===== src/hw/rtl/fnl_pkg.sv =====
`timescale 1ns / 1ps

package fnl_pkg;

   localparam logic [31:0] LN2_BITS  = 32'h3F317218;
   localparam logic [31:0] SEED_BITS = 32'h3DBA2E8C;   // 1/11
   localparam logic [31:0] EXP_LSB   = 32'h0080_0000;

   localparam int DIV_STEP_BITS = 4;
   localparam int DIV_STAGES    = 7;
   localparam int QUO_W         = DIV_STEP_BITS * DIV_STAGES;
   localparam int REM_W         = 25;
   localparam int POLY_STAGES   = 13;

   typedef struct packed {
      logic              vld;
      logic              zero;
      logic [REM_W-1:0]  rem;
      logic [REM_W-1:0]  dvs;
      logic [QUO_W-1:0]  quo;
      logic [4:0]        lz;
      logic [31:0]       ef;
   } div_stage_type;

   typedef struct packed {
      logic        vld;
      logic [31:0] t;
      logic [31:0] ef;
   } tq_type;

   typedef struct packed {
      logic        vld;
      logic [31:0] p;
      logic [31:0] t2;
      logic [31:0] b;
      logic [31:0] a;
   } poly_stage_type;

   function automatic logic [31:0] coef_bits(input logic [2:0] k);
      logic [31:0] c;
      case (k)
         3'd0:    c = 32'h3DE38E39;   // 1/9
         3'd1:    c = 32'h3E124925;   // 1/7
         3'd2:    c = 32'h3E4CCCCD;   // 1/5
         3'd3:    c = 32'h3EAAAAAB;   // 1/3
         default: c = 32'h3F800000;   // 1
      endcase
      return c;
   endfunction

   function automatic logic [4:0] lzc27(input logic [26:0] v);
      logic [4:0] n;
      logic       found;
      n     = '0;
      found = 1'b0;
      for (int i = 26; i >= 0; i--) begin
         if (!found) begin
            if (v[i]) found = 1'b1;
            else n = n + 5'd1;
         end
      end
      return n;
   endfunction

   // Round to nearest even and pack; sig carries the hidden bit.
   function automatic logic [31:0] fp_pack(input logic s, input logic signed [9:0] ex,
                                           input logic [23:0] sig, input logic g,
                                           input logic st);
      logic              inc;
      logic [24:0]       rs;
      logic signed [9:0] ef;
      inc = g & (st | sig[0]);
      rs  = {1'b0, sig} + {24'd0, inc};
      ef  = ex;
      if (rs[24]) ef = ex + 10'sd1;
      return {s, ef[7:0], rs[22:0]};
   endfunction

   function automatic logic [31:0] fp_mul(input logic [31:0] x, input logic [31:0] y);
      logic [47:0]       pr;
      logic signed [9:0] ex;
      logic              s;
      s  = x[31] ^ y[31];
      pr = {1'b1, x[22:0]} * {1'b1, y[22:0]};
      ex = $signed({2'b00, x[30:23]}) + $signed({2'b00, y[30:23]}) - 10'sd127;
      if (x[30:23] == 8'd0 || y[30:23] == 8'd0) return 32'd0;
      if (pr[47]) return fp_pack(s, ex + 10'sd1, pr[47:24], pr[23], |pr[22:0]);
      return fp_pack(s, ex, pr[46:23], pr[22], |pr[21:0]);
   endfunction

   function automatic logic [31:0] fp_add(input logic [31:0] x, input logic [31:0] y);
      logic [31:0]       big;
      logic [31:0]       lit;
      logic [7:0]        d;
      logic [26:0]       mb;
      logic [26:0]       ml;
      logic [26:0]       sh;
      logic [27:0]       sm;
      logic [4:0]        lz;
      logic [26:0]       nm;
      logic signed [9:0] ex;
      logic              st;
      if (x[30:23] == 8'd0) return y;
      if (y[30:23] == 8'd0) return x;
      if (x[30:0] >= y[30:0]) begin
         big = x;
         lit = y;
      end else begin
         big = y;
         lit = x;
      end
      d  = big[30:23] - lit[30:23];
      mb = {1'b1, big[22:0], 3'b000};
      ml = {1'b1, lit[22:0], 3'b000};
      if (d >= 8'd27) begin
         sh = 27'd1;
      end else begin
         sh    = ml >> d;
         st    = |(ml & ((27'd1 << d) - 27'd1));
         sh[0] = sh[0] | st;
      end
      if (big[31] == lit[31]) sm = {1'b0, mb} + {1'b0, sh};
      else sm = {1'b0, mb} - {1'b0, sh};
      if (sm == 28'd0) return 32'd0;
      ex = $signed({2'b00, big[30:23]});
      if (sm[27]) return fp_pack(big[31], ex + 10'sd1, sm[27:4], sm[3], |sm[2:0]);
      lz = lzc27(sm[26:0]);
      nm = sm[26:0] << lz;
      return fp_pack(big[31], ex - $signed({5'd0, lz}), nm[26:3], nm[2], |nm[1:0]);
   endfunction

   function automatic logic [31:0] fp_from_int(input logic signed [8:0] e);
      logic [7:0] mg;
      logic [4:0] lz;
      logic [7:0] nm;
      logic [7:0] be;
      logic       s;
      s  = e[8];
      mg = s ? 8'(-e) : e[7:0];
      lz = lzc27({mg, 19'd0});
      nm = mg << lz[2:0];
      be = 8'd134 - {3'd0, lz};
      if (e == 9'sd0) return 32'd0;
      return {s, be, nm[6:0], 16'd0};
   endfunction

   // Four restoring divide steps.
   function automatic div_stage_type div_step(input div_stage_type s);
      div_stage_type o;
      logic          qb;
      o = s;
      for (int j = 0; j < DIV_STEP_BITS; j++) begin
         qb = (o.rem >= o.dvs);
         if (qb) o.rem = o.rem - o.dvs;
         o.rem = o.rem << 1;
         o.quo = {o.quo[QUO_W-2:0], qb};
      end
      return o;
   endfunction

endpackage


===== src/hw/rtl/fnl_front.sv =====
`timescale 1ns / 1ps

module fnl_front import fnl_pkg::*; (
   input  logic          clock,
   input  logic          reset,
   input  logic          adv,
   input  logic          in_valid,
   input  logic [31:0]   operand_bits,
   output div_stage_type out_stg
);

   div_stage_type     stg_ff;
   div_stage_type     stg_in;
   logic [22:0]       frac;
   logic [4:0]        lz;
   logic [23:0]       base;
   logic              inc;
   logic signed [8:0] e;

   always_comb begin
      frac = operand_bits[22:0];
      lz   = lzc27({frac, 4'd0});
      // m + 1 lands in [2,3): drop one fraction bit, round to even
      base = {1'b1, 1'b0, frac[22:1]};
      inc  = frac[0] & frac[1];
      e    = $signed({1'b0, operand_bits[30:23]}) - 9'sd127;

      stg_in.vld  = in_valid;
      stg_in.zero = (frac == 23'd0);
      stg_in.rem  = {1'b0, 24'({frac, 1'b0} << lz)};
      stg_in.dvs  = {1'b0, base} + {24'd0, inc};
      stg_in.quo  = '0;
      stg_in.lz   = lz;
      stg_in.ef   = fp_from_int(e);
   end

   always_ff @(posedge clock) begin
      if (reset) begin
         stg_ff.vld <= 1'b0;
      end else if (adv) begin
         stg_ff <= stg_in;
      end
   end

   assign out_stg = stg_ff;

endmodule


===== config.mk =====
export PLATFORM = sky130hd
export DESIGN_NAME = fnl_front
export DESIGN_NICKNAME = d
export VERILOG_FILES = /design/src/hw/rtl/fnl_pkg.sv /design/src/hw/rtl/fnl_front.sv
export SDC_FILE = /design/constraint.sdc
export NUM_CORES = 1
export LEC_CHECK = 0
export BUFFER_PORTS_ARGS = -buffer_cell sky130_fd_sc_hd__buf_2
export CAP_MARGIN = 20
export CORE_MARGIN = 5
export CORE_UTILIZATION = 55
export CTS_BUF_LIST = sky130_fd_sc_hd__clkbuf_4 sky130_fd_sc_hd__clkbuf_8
export CTS_CLUSTER_SIZE = 25
export DETAILED_ROUTE_END_ITERATION = 16
export PLACE_DENSITY = 0.79
export SLEW_MARGIN = 30
export SYNTH_ARGS = -nofsm -noshare
export SYNTH_HDL_FRONTEND = slang
export SYNTH_SLANG_ARGS = --single-unit

===== constraint.sdc =====
create_clock -name clock -period 25.6 [get_ports clock]
set_clock_uncertainty 0.15 [all_clocks]
set_input_delay 1.28 -clock clock [delete_from_list [all_inputs] [get_ports clock]]
set_output_delay 1.28 -clock clock [all_outputs]
set_load 0.005 [all_outputs]

==> results.md <==
* Outcome: completed
* Crit path max fanout at 14
* Clock-pin slew on the worst setup and hold paths at around 80 ps
* Wirelength per Cell at between 15 and 20 µm
* Hold Buf Count CTS at 0
* Leakage at around 3.4 nW
* Clock Tree Root: clkbuf_8
* CTS max path bufs at 2
* # Max-Cap Violations at 0
* EDFF count, synth at a little under 70
* Footprint of the multi-input gates at between 5000 and 6000 µm²
* Vias in the first global route at 6590
* Final setup vio count at 0
* Crit path capture type: flip-flop
* Initial Util at between 50% and 60%
* Compound-Gate Fraction of Synth Area at a little under a fifth
* Setup WS post-layout at ~12000 ps
* Total core area at roughly 14000 µm²
* Post-place setup slack at between 10000 and 15000 ps
* Cell Pwr Density at 41.6 nW/µm²
* Most frequent cells in the layout: 109 x nor2_1, 103 x buf_2, 95 x nand2_1
* Worst skew pair latency at 350 ps
* Relative slew slack at between 30% and 40%
* Top FF cell, synth: edfxtp_1
* Worst EP arrival at ~13000 ps
* DP HPWL at ~15 mm
* Global-route wire length before repair at about 33 mm
* Worst path max stage delay at 740 ps
* Via/cell ratio at around 5.9
* WHS at approximately 340 ps
* Most common cell after layout, fill and taps aside: nor2_1
* Sequential area share after synthesis at 25.5%
* Setup_tns at 0 ps
* Crit Path Class: in2reg
* Post-route ant nets at 0
* Remaining DRCs at 0
* Via count at between 7k and 8k
* Critical-path top delay cell: nor4_1
* # H-tree levels at 3
* Die area at approximately 17000 µm²
* Syn Area/Cell at 8.00 µm²
* Row count at 44
* Max Transition Viols Final at 0
* Simple-Gate Fraction of Synth Area at 24.6%
* ANT cells at 0
* CTS tree: done
* Type of origin of the critical path: primary input
* CP Data Required Time at 25670 ps
* Clk sink count at between 60 and 70
* Initial DRC Count at between 700 and 800
* Yosys cell types at between 80 and 90
* Adder-Cell Fraction of Synth Area at approximately 4.9%
* Width of the die at around 130 µm
* CTS Buf Count at 9
* Final total power at between 300 and 400 µW
* Synth warnings at 0
* GRT Util Overall at 22.1%
* Top cells by area, synth: edfxtp_1 25%, xnor2_1 6.4%, nor2_1 5.1%
* Area delta synth->final at 7.12%
* Cells after Synth at just over 1k
* Combinational family with the most area after synthesis: simple AND/OR/NAND/NOR gates
* Die height at approximately 130 µm
* Ys async rst share at 0%
* Post_cts resized at 0
* Largest register FFs at 69
* Hold WC Path Type: reg2reg
* Filler instances at ~1.3k
* Num ports at 153
* Gpl congestion at about 0.89
* Min cycle time layout at 13250 ps
* Register area at between 2000 and 2500 µm²
* F_max at ~75 MHz
* Port Buf Inserts at about 100
* Largest net degree at the start of global routing at 69
* Share of layout cells above drive strength 1 at about 15%
* Post-synth top area cell: edfxtp_1
* Postcts setup bufs at 0
* Initial antenna violation count at 0
* Overflow after GRT at 0
* Fin nets at between 1k and 1.5k
* Detailed Routing Iterations Pass 1 at 5
* Tcrit/Tclk final at approximately half
* Synth top area share at around a quarter
* Final wirelength at between 15 and 20 mm
* Synthesized area at roughly 8100 µm²
* Mux share of post-synthesis cell area at under 10%
* Unrepaired setup endpoints after global routing: no
* Worst IR drop on VDD at between 0.02 and 0.03 mV
* Post-synthesis xor/xnor area fraction at approximately 10%
* Register bit total from synthesis at 69
* Fin. Hold Viols at 0
* Slew @ Worst Pin at between 900 and 1000 ps
==> power by group <==
| part | total (mW) | leakage [nW] | switching [mW] | internal, mW |
|---|---|---|---|---|
| Combinational | 0.121 | 2.68 | 0.0736 | 0.0473 |
| Clock | 0.102 | 0.110 | 0.0464 | 0.0553 |
| Sequential | 0.138 | 0.633 | 0.00241 | 0.136 |
| Total | 0.361 | 3.42 | 0.122 | 0.238 |
==> layer usage <==
metal | global-route usage, % | share of wire (%)
met5 | 0 | 0
met4 | 5.37 | 1.4
met3 | 3.48 | 7.4
met1 | 32.1 | 46
met2 | 34.5 | 45
==> Yosys cell counts (17+ instances only) <==
master and instances:
nor2_1 109, inv_1 30, buf_4 49, a211oi_1 20, o21ai_0 49, ha_1 31
mux2i_1 36, nor2b_1 20, xor2_1 21, nand2_1 95, clkbuf_1 51, edfxtp_1 68
nand3_1 40, and2_1 17, xnor2_1 59, nor3_1 22, a21oi_1 51
==> critical path: cells and delay by family <==
kind	cells	cell delay [ps]
and+or+nand+nor	15	2680
xor gates and xnor gates	6	1590
buffers and inverters	3	550
adders and majority gates	9	2400
muxes	3	460
AOI/OAI and AO/OA	22	4350
==> per-stage QoR <==
step | cell area (µm²) | utilization, % | cells
2_1_floorplan | 8270 | - | 1058
5_1_grt | 8680 | 59.9 | 1254
4_1_cts | 8680 | 59.9 | 1254
3_5_place_dp | 8450 | 58.4 | 1238
3_3_place_gp | 8440 | 58.3 | 1238
6_report | 8680 | 59.9 | 1254
==> area by class of cell <==
type	count	share of cell area (%)
tap	184	2.65
clock inverter	7	1.14
multi-input combinational	844	63.2
inverter	33	1.43
clock buffer	9	1.43
timing repair buffer	108	6.37
sequential	69	23.8
==> worst paths after layout <==
| kind | start | to | slack, ps | cells after the start |
|---|---|---|---|---|
| max reg2reg | out_stg[116] | out_stg[116] | 24880 | 2 |
| max | operand_bits[21] | out_stg[108] | 12350 | 58 |
| min reg2reg | out_stg[116] | out_stg[116] | 340 | 2 |
| min | out_stg[116] | out_stg[116] | 340 | 2 |
==> logic make-up after synthesis <==
| kind of cell | count (synthesis) |
|---|---|
| other | 2 |
| and+or+nand+nor | 400 |
| xor gates and xnor gates | 87 |
| DFF | 69 |
| muxes | 47 |
| AOI/OAI and AO/OA | 230 |
| adders and majority gates | 32 |
| buffers and inverters | 145 |
Note: power is estimated with default switching activity, not from simulation.
