### src/hw/rtl/fnl_pkg.sv
`timescale 1ns / 1ps

package fnl_pkg;

   localparam logic [31:0] LN2_BITS  = 32'h3F317218;
   localparam logic [31:0] SEED_BITS = 32'h3DBA2E8C;   // 1/11
   localparam logic [31:0] EXP_LSB   = 32'h0080_0000;

   localparam int DIV_STEP_BITS = 4;
   localparam int DIV_STAGES    = 7;
   localparam int QUO_W         = DIV_STEP_BITS * DIV_STAGES;
   localparam int REM_W         = 25;
   localparam int POLY_STAGES   = 13;

   typedef struct packed {
      logic              vld;
      logic              zero;
      logic [REM_W-1:0]  rem;
      logic [REM_W-1:0]  dvs;
      logic [QUO_W-1:0]  quo;
      logic [4:0]        lz;
      logic [31:0]       ef;
   } div_stage_type;

   typedef struct packed {
      logic        vld;
      logic [31:0] t;
      logic [31:0] ef;
   } tq_type;

   typedef struct packed {
      logic        vld;
      logic [31:0] p;
      logic [31:0] t2;
      logic [31:0] b;
      logic [31:0] a;
   } poly_stage_type;

   function automatic logic [31:0] coef_bits(input logic [2:0] k);
      logic [31:0] c;
      case (k)
         3'd0:    c = 32'h3DE38E39;   // 1/9
         3'd1:    c = 32'h3E124925;   // 1/7
         3'd2:    c = 32'h3E4CCCCD;   // 1/5
         3'd3:    c = 32'h3EAAAAAB;   // 1/3
         default: c = 32'h3F800000;   // 1
      endcase
      return c;
   endfunction

   function automatic logic [4:0] lzc27(input logic [26:0] v);
      logic [4:0] n;
      logic       found;
      n     = '0;
      found = 1'b0;
      for (int i = 26; i >= 0; i--) begin
         if (!found) begin
            if (v[i]) found = 1'b1;
            else n = n + 5'd1;
         end
      end
      return n;
   endfunction

   // Round to nearest even and pack; sig carries the hidden bit.
   function automatic logic [31:0] fp_pack(input logic s, input logic signed [9:0] ex,
                                           input logic [23:0] sig, input logic g,
                                           input logic st);
      logic              inc;
      logic [24:0]       rs;
      logic signed [9:0] ef;
      inc = g & (st | sig[0]);
      rs  = {1'b0, sig} + {24'd0, inc};
      ef  = ex;
      if (rs[24]) ef = ex + 10'sd1;
      return {s, ef[7:0], rs[22:0]};
   endfunction

   function automatic logic [31:0] fp_mul(input logic [31:0] x, input logic [31:0] y);
      logic [47:0]       pr;
      logic signed [9:0] ex;
      logic              s;
      s  = x[31] ^ y[31];
      pr = {1'b1, x[22:0]} * {1'b1, y[22:0]};
      ex = $signed({2'b00, x[30:23]}) + $signed({2'b00, y[30:23]}) - 10'sd127;
      if (x[30:23] == 8'd0 || y[30:23] == 8'd0) return 32'd0;
      if (pr[47]) return fp_pack(s, ex + 10'sd1, pr[47:24], pr[23], |pr[22:0]);
      return fp_pack(s, ex, pr[46:23], pr[22], |pr[21:0]);
   endfunction

   function automatic logic [31:0] fp_add(input logic [31:0] x, input logic [31:0] y);
      logic [31:0]       big;
      logic [31:0]       lit;
      logic [7:0]        d;
      logic [26:0]       mb;
      logic [26:0]       ml;
      logic [26:0]       sh;
      logic [27:0]       sm;
      logic [4:0]        lz;
      logic [26:0]       nm;
      logic signed [9:0] ex;
      logic              st;
      if (x[30:23] == 8'd0) return y;
      if (y[30:23] == 8'd0) return x;
      if (x[30:0] >= y[30:0]) begin
         big = x;
         lit = y;
      end else begin
         big = y;
         lit = x;
      end
      d  = big[30:23] - lit[30:23];
      mb = {1'b1, big[22:0], 3'b000};
      ml = {1'b1, lit[22:0], 3'b000};
      if (d >= 8'd27) begin
         sh = 27'd1;
      end else begin
         sh    = ml >> d;
         st    = |(ml & ((27'd1 << d) - 27'd1));
         sh[0] = sh[0] | st;
      end
      if (big[31] == lit[31]) sm = {1'b0, mb} + {1'b0, sh};
      else sm = {1'b0, mb} - {1'b0, sh};
      if (sm == 28'd0) return 32'd0;
      ex = $signed({2'b00, big[30:23]});
      if (sm[27]) return fp_pack(big[31], ex + 10'sd1, sm[27:4], sm[3], |sm[2:0]);
      lz = lzc27(sm[26:0]);
      nm = sm[26:0] << lz;
      return fp_pack(big[31], ex - $signed({5'd0, lz}), nm[26:3], nm[2], |nm[1:0]);
   endfunction

   function automatic logic [31:0] fp_from_int(input logic signed [8:0] e);
      logic [7:0] mg;
      logic [4:0] lz;
      logic [7:0] nm;
      logic [7:0] be;
      logic       s;
      s  = e[8];
      mg = s ? 8'(-e) : e[7:0];
      lz = lzc27({mg, 19'd0});
      nm = mg << lz[2:0];
      be = 8'd134 - {3'd0, lz};
      if (e == 9'sd0) return 32'd0;
      return {s, be, nm[6:0], 16'd0};
   endfunction

   // Four restoring divide steps.
   function automatic div_stage_type div_step(input div_stage_type s);
      div_stage_type o;
      logic          qb;
      o = s;
      for (int j = 0; j < DIV_STEP_BITS; j++) begin
         qb = (o.rem >= o.dvs);
         if (qb) o.rem = o.rem - o.dvs;
         o.rem = o.rem << 1;
         o.quo = {o.quo[QUO_W-2:0], qb};
      end
      return o;
   endfunction

endpackage

### src/hw/rtl/fnl_div.sv
`timescale 1ns / 1ps

module fnl_div import fnl_pkg::*; (
   input  logic          clock,
   input  logic          reset,
   input  logic          adv,
   input  div_stage_type in_stg,
   output tq_type        out_tq
);

   div_stage_type stg_ff [DIV_STAGES];
   div_stage_type stg_in [DIV_STAGES];
   div_stage_type last;
   tq_type        tq_ff;
   tq_type        tq_in;
   logic          sticky;

   always_comb begin
      stg_in[0] = div_step(in_stg);
      for (int i = 1; i < DIV_STAGES; i++) begin
         stg_in[i] = div_step(stg_ff[i-1]);
      end
   end

   // quotient holds N/D scaled by 2^27; its top bit picks the exponent
   always_comb begin
      last      = stg_ff[DIV_STAGES-1];
      sticky    = (last.rem != '0);
      tq_in.vld = last.vld;
      tq_in.ef  = last.ef;
      if (last.zero) begin
         tq_in.t = '0;
      end else if (last.quo[27]) begin
         tq_in.t = fp_pack(1'b0, 10'sd125 - $signed({5'd0, last.lz}), last.quo[27:4],
                           last.quo[3], (|last.quo[2:0]) | sticky);
      end else begin
         tq_in.t = fp_pack(1'b0, 10'sd124 - $signed({5'd0, last.lz}), last.quo[26:3],
                           last.quo[2], (|last.quo[1:0]) | sticky);
      end
   end

   always_ff @(posedge clock) begin
      if (reset) begin
         for (int i = 0; i < DIV_STAGES; i++) stg_ff[i].vld <= 1'b0;
         tq_ff.vld <= 1'b0;
      end else if (adv) begin
         stg_ff <= stg_in;
         tq_ff  <= tq_in;
      end
   end

   assign out_tq = tq_ff;

endmodule

### config.mk
export PLATFORM = sky130hd
export DESIGN_NAME = fnl_div
export DESIGN_NICKNAME = d
export VERILOG_FILES = /design/src/hw/rtl/fnl_pkg.sv /design/src/hw/rtl/fnl_div.sv
export SDC_FILE = /design/constraint.sdc
export NUM_CORES = 2
export LEC_CHECK = 0
export ABC_CLOCK_PERIOD_IN_PS = 43400
export BUFFER_PORTS_ARGS = -buffer_cell sky130_fd_sc_hd__clkbuf_2
export CORE_UTILIZATION = 50
export DETAILED_ROUTE_END_ITERATION = 7
export PLACE_DENSITY = 0.79
export SYNTH_ARGS = -nofsm -noshare
export SYNTH_HDL_FRONTEND = slang
export SYNTH_SLANG_ARGS = --single-unit
### constraint.sdc
create_clock -name clock -period 43.4 [get_ports clock]
set_input_delay 6.51 -clock clock [delete_from_list [all_inputs] [get_ports clock]]
set_output_delay 6.51 -clock clock [all_outputs]
set_load 0.02 [all_outputs]
==> results.toml <==
[detailed_routing]
drc = 0
num_vias = 53771
viasPerCell = 6.135
drt_iter0_drc = 4662
ant_nets = 0
wl_per_cell_um = 19.86
drt-total-wl_um = 174000
firstDrtPassIters = 7

[layout]
drive_above_1_share = 0.1042
antenna_cells = 0
layout_common_cells = "edfxtp_1, ha_1, a21oi_1"
fin_area_um2 = 70730
fin_util = 0.5448
fill_cells = 11383
final_common_cell = "edfxtp_1"
fin_nets = 7779
areaGrowthSynthToFinish_pct = 7.794

[worst_setup_path]
rr_endpoint = "stg_ff[343]"
max_stage_delay_ps = 560
r2r_setup_slack_ps = 29150
crit_fanout = 37
reg2reg_from = "stg_ff[417]"
crit_path_end_kind = "flip-flop"
worstPathRequired_ps = 43810
crit_type = "input pin to flip-flop"
slowest_stage = "a221oi_1"
cp.arrival_ps = 18670
rr_worst_depth = 46
cp_common_cell = "a21oi_1"
cp-start-kind = "input pin"

[place]
place_area_um2 = 68230
gp_congestion = 0.9667
port_buffers = 155
place_hpwl_um = 137700

[clock_network]
postCtsResizedCells = 0
cts_max_path_buffers = 3
postCtsHoldBufs = 0
cts_root_buf = "clkbuf_16"
htreeDepth = 3
cts_sinks = 767
insertion_delay_ps = 690
cts_tree = "done"
path_clk_slew_ps = 60
cts_setup_buffers = 0
cts_made_buffers = 76

[global_routing]
grt_pass1_wl_um = 270600
grt_util_all_layers = 0.2548
grt_pass1_vias = 50692
grt_antenna_before_repair = 7
grt_max_degree = 192
overflow = 0

[floorplan]
initial_utilization = 0.5054
ios = 185
die_width_um = 364.2
die_area_um2 = 132700
core-area_um2 = 129800
rows = 132
fp.dieH_um = 364.2

[synthesis]
synth_area_um2 = 65610
ys.flop_type = "edfxtp_1"
async_flop_share = 0
synth-edff-count = 759
synth_area_per_cell_um2 = 9.560
synth_warnings = 0
ys_seq_area_frac = 0.3498
netlist_instances = 6863
synth_nets = 7679
synth-seq-cells = 767
ys_types = 92

[timing]
tightest_slew_ps = 1090
slew_viol_final = 0
fin_crit_sh = 0.4208
min_period_ps = 18260
hold_violations = 0
setup-tns-final_ps = 0
fmax_mhz = 54.75
grt_setup_unrepaired = "no"
max_slew_margin = 0.2717
clock-skew-final_ps = 54.91
setup_viol = 0

[worst_hold_path]
min_to = "last[59]"
hold_path_class = "flip-flop to flip-flop"
min_path_cells = 0
hold_path.startpoint = "stg_ff[172]"

[run]
maxCapViolCount = 0

[outcome]
status = "finished clean"
[registers in the layout, indices dropped and copies added (netlist names)]
name / cells
out_tq: 64
stg_ff: 612
last: 91
[area by class of cell]
type,count,area [um^2],area share
multi-input combinational,5556,40630,0.5744
sequential,767,22950,0.3245
tap,1742,2180,0.03082
clock buffer,86,1939,0.02742
inverter,366,1374,0.01942
timing repair buffer,196,1096,0.01550
clock inverter,52,556.8,0.007872
[routing by layer]
metal	track usage	vias up	wire (um)
met5	0	-	0
met4	0.08906	0	5607
met3	0.02956	318	9943
met2	0.4292	1707	82240
met1	0.3373	25556	76250
li1	-	26190	-
[logic make-up (layout without fill, tap and decap cells)]
logic type                 count (synthesis)  in the layout  synth area share
other                                      1              1        0.00005715
muxes                                    379            379           0.06453
and+or+nand+nor                         1818           1818            0.1331
DFF                                      767            767            0.3498
xor gates and xnor gates                 558            558           0.07449
buffers and inverters                    540            700           0.03158
AOI/OAI and AO/OA                       2104           2104            0.2128
adders and majority gates                696            696            0.1336
[cell usage after synthesis (15+ instances only)]
| cell type | n | area share |
|---|---|---|
| mux2_2 | 320 | 0.055 |
| xor2_1 | 194 | 0.026 |
| nand2b_1 | 89 | 0.0085 |
| ha_1 | 688 | 0.13 |
| o211ai_1 | 66 | 0.0076 |
| a311oi_1 | 24 | 0.0032 |
| a31oi_1 | 80 | 0.0076 |
| a211oi_1 | 102 | 0.012 |
| a21o_1 | 290 | 0.033 |
| edfxtp_1 | 759 | 0.35 |
| o21bai_1 | 76 | 0.0087 |
| or2_2 | 41 | 0.0039 |
| nand4_1 | 95 | 0.0091 |
| a22oi_1 | 25 | 0.0029 |
| o311ai_0 | 19 | 0.0025 |
| buf_1 | 19 | 0.0011 |
| inv_1 | 357 | 0.020 |
| clkbuf_1 | 126 | 0.0072 |
| a21oi_1 | 569 | 0.043 |
| nor2b_1 | 75 | 0.0072 |
| nand3_1 | 150 | 0.011 |
| o31ai_1 | 76 | 0.0087 |
| a221o_1 | 15 | 0.0023 |
| o31a_1 | 33 | 0.0044 |
| a31o_2 | 19 | 0.0025 |
| nor4_1 | 22 | 0.0021 |
| and2_1 | 56 | 0.0053 |
| a211o_1 | 19 | 0.0025 |
| o21a_1 | 130 | 0.015 |
| and4_1 | 25 | 0.0033 |
| a221oi_1 | 19 | 0.0025 |
| and3_1 | 91 | 0.0087 |
| o21ai_0 | 329 | 0.025 |
| nand2_1 | 453 | 0.026 |
| xnor2_1 | 364 | 0.049 |
| or3_1 | 47 | 0.0045 |
| a21boi_0 | 28 | 0.0032 |
| buf_2 | 27 | 0.0021 |
| o221ai_1 | 15 | 0.0020 |
| mux2i_1 | 51 | 0.0078 |
| nor2_1 | 513 | 0.029 |
| nor3_1 | 127 | 0.0097 |
[worst max-delay path, delay by kind of cell]
| kind | cells | cell delay, ps |
|---|---|---|
| AO/OA/AOI/OAI | 25 | 7470 |
| buffers and inverters | 6 | 1480 |
| adder cells (fa/ha/maj) | 4 | 1330 |
| AND/OR/NAND/NOR | 7 | 1280 |
| multiplexers | 1 | 390 |
| XOR/XNOR | 1 | 160 |
[how the worst max path moves through the flow]
stage,from,to,depth (start not counted)
2_1_floorplan,adv,last[0],2
3_3_place_gp,in_stg[66],stg_ff[815],44
3_5_place_dp,in_stg[66],stg_ff[810],44
4_1_cts,in_stg[66],stg_ff[810],44
5_1_grt,in_stg[66],stg_ff[815],44
6_report,in_stg[66],stg_ff[815],44
[through the flow]
step	worst slack [ps]	cells	hold WS (ps)
final	25140	8765	393.0
after floorplan	1317	6863	400.3
after detailed placement	24690	8627	404.5
after global routing	24390	8765	396.6
after CTS	25390	8765	387.0
after global placement	24930	8627	400.3
Power is left out: the tool's default activity adds up to more than one toggle a clock period on the data nets, which glitch-free logic cannot reach.
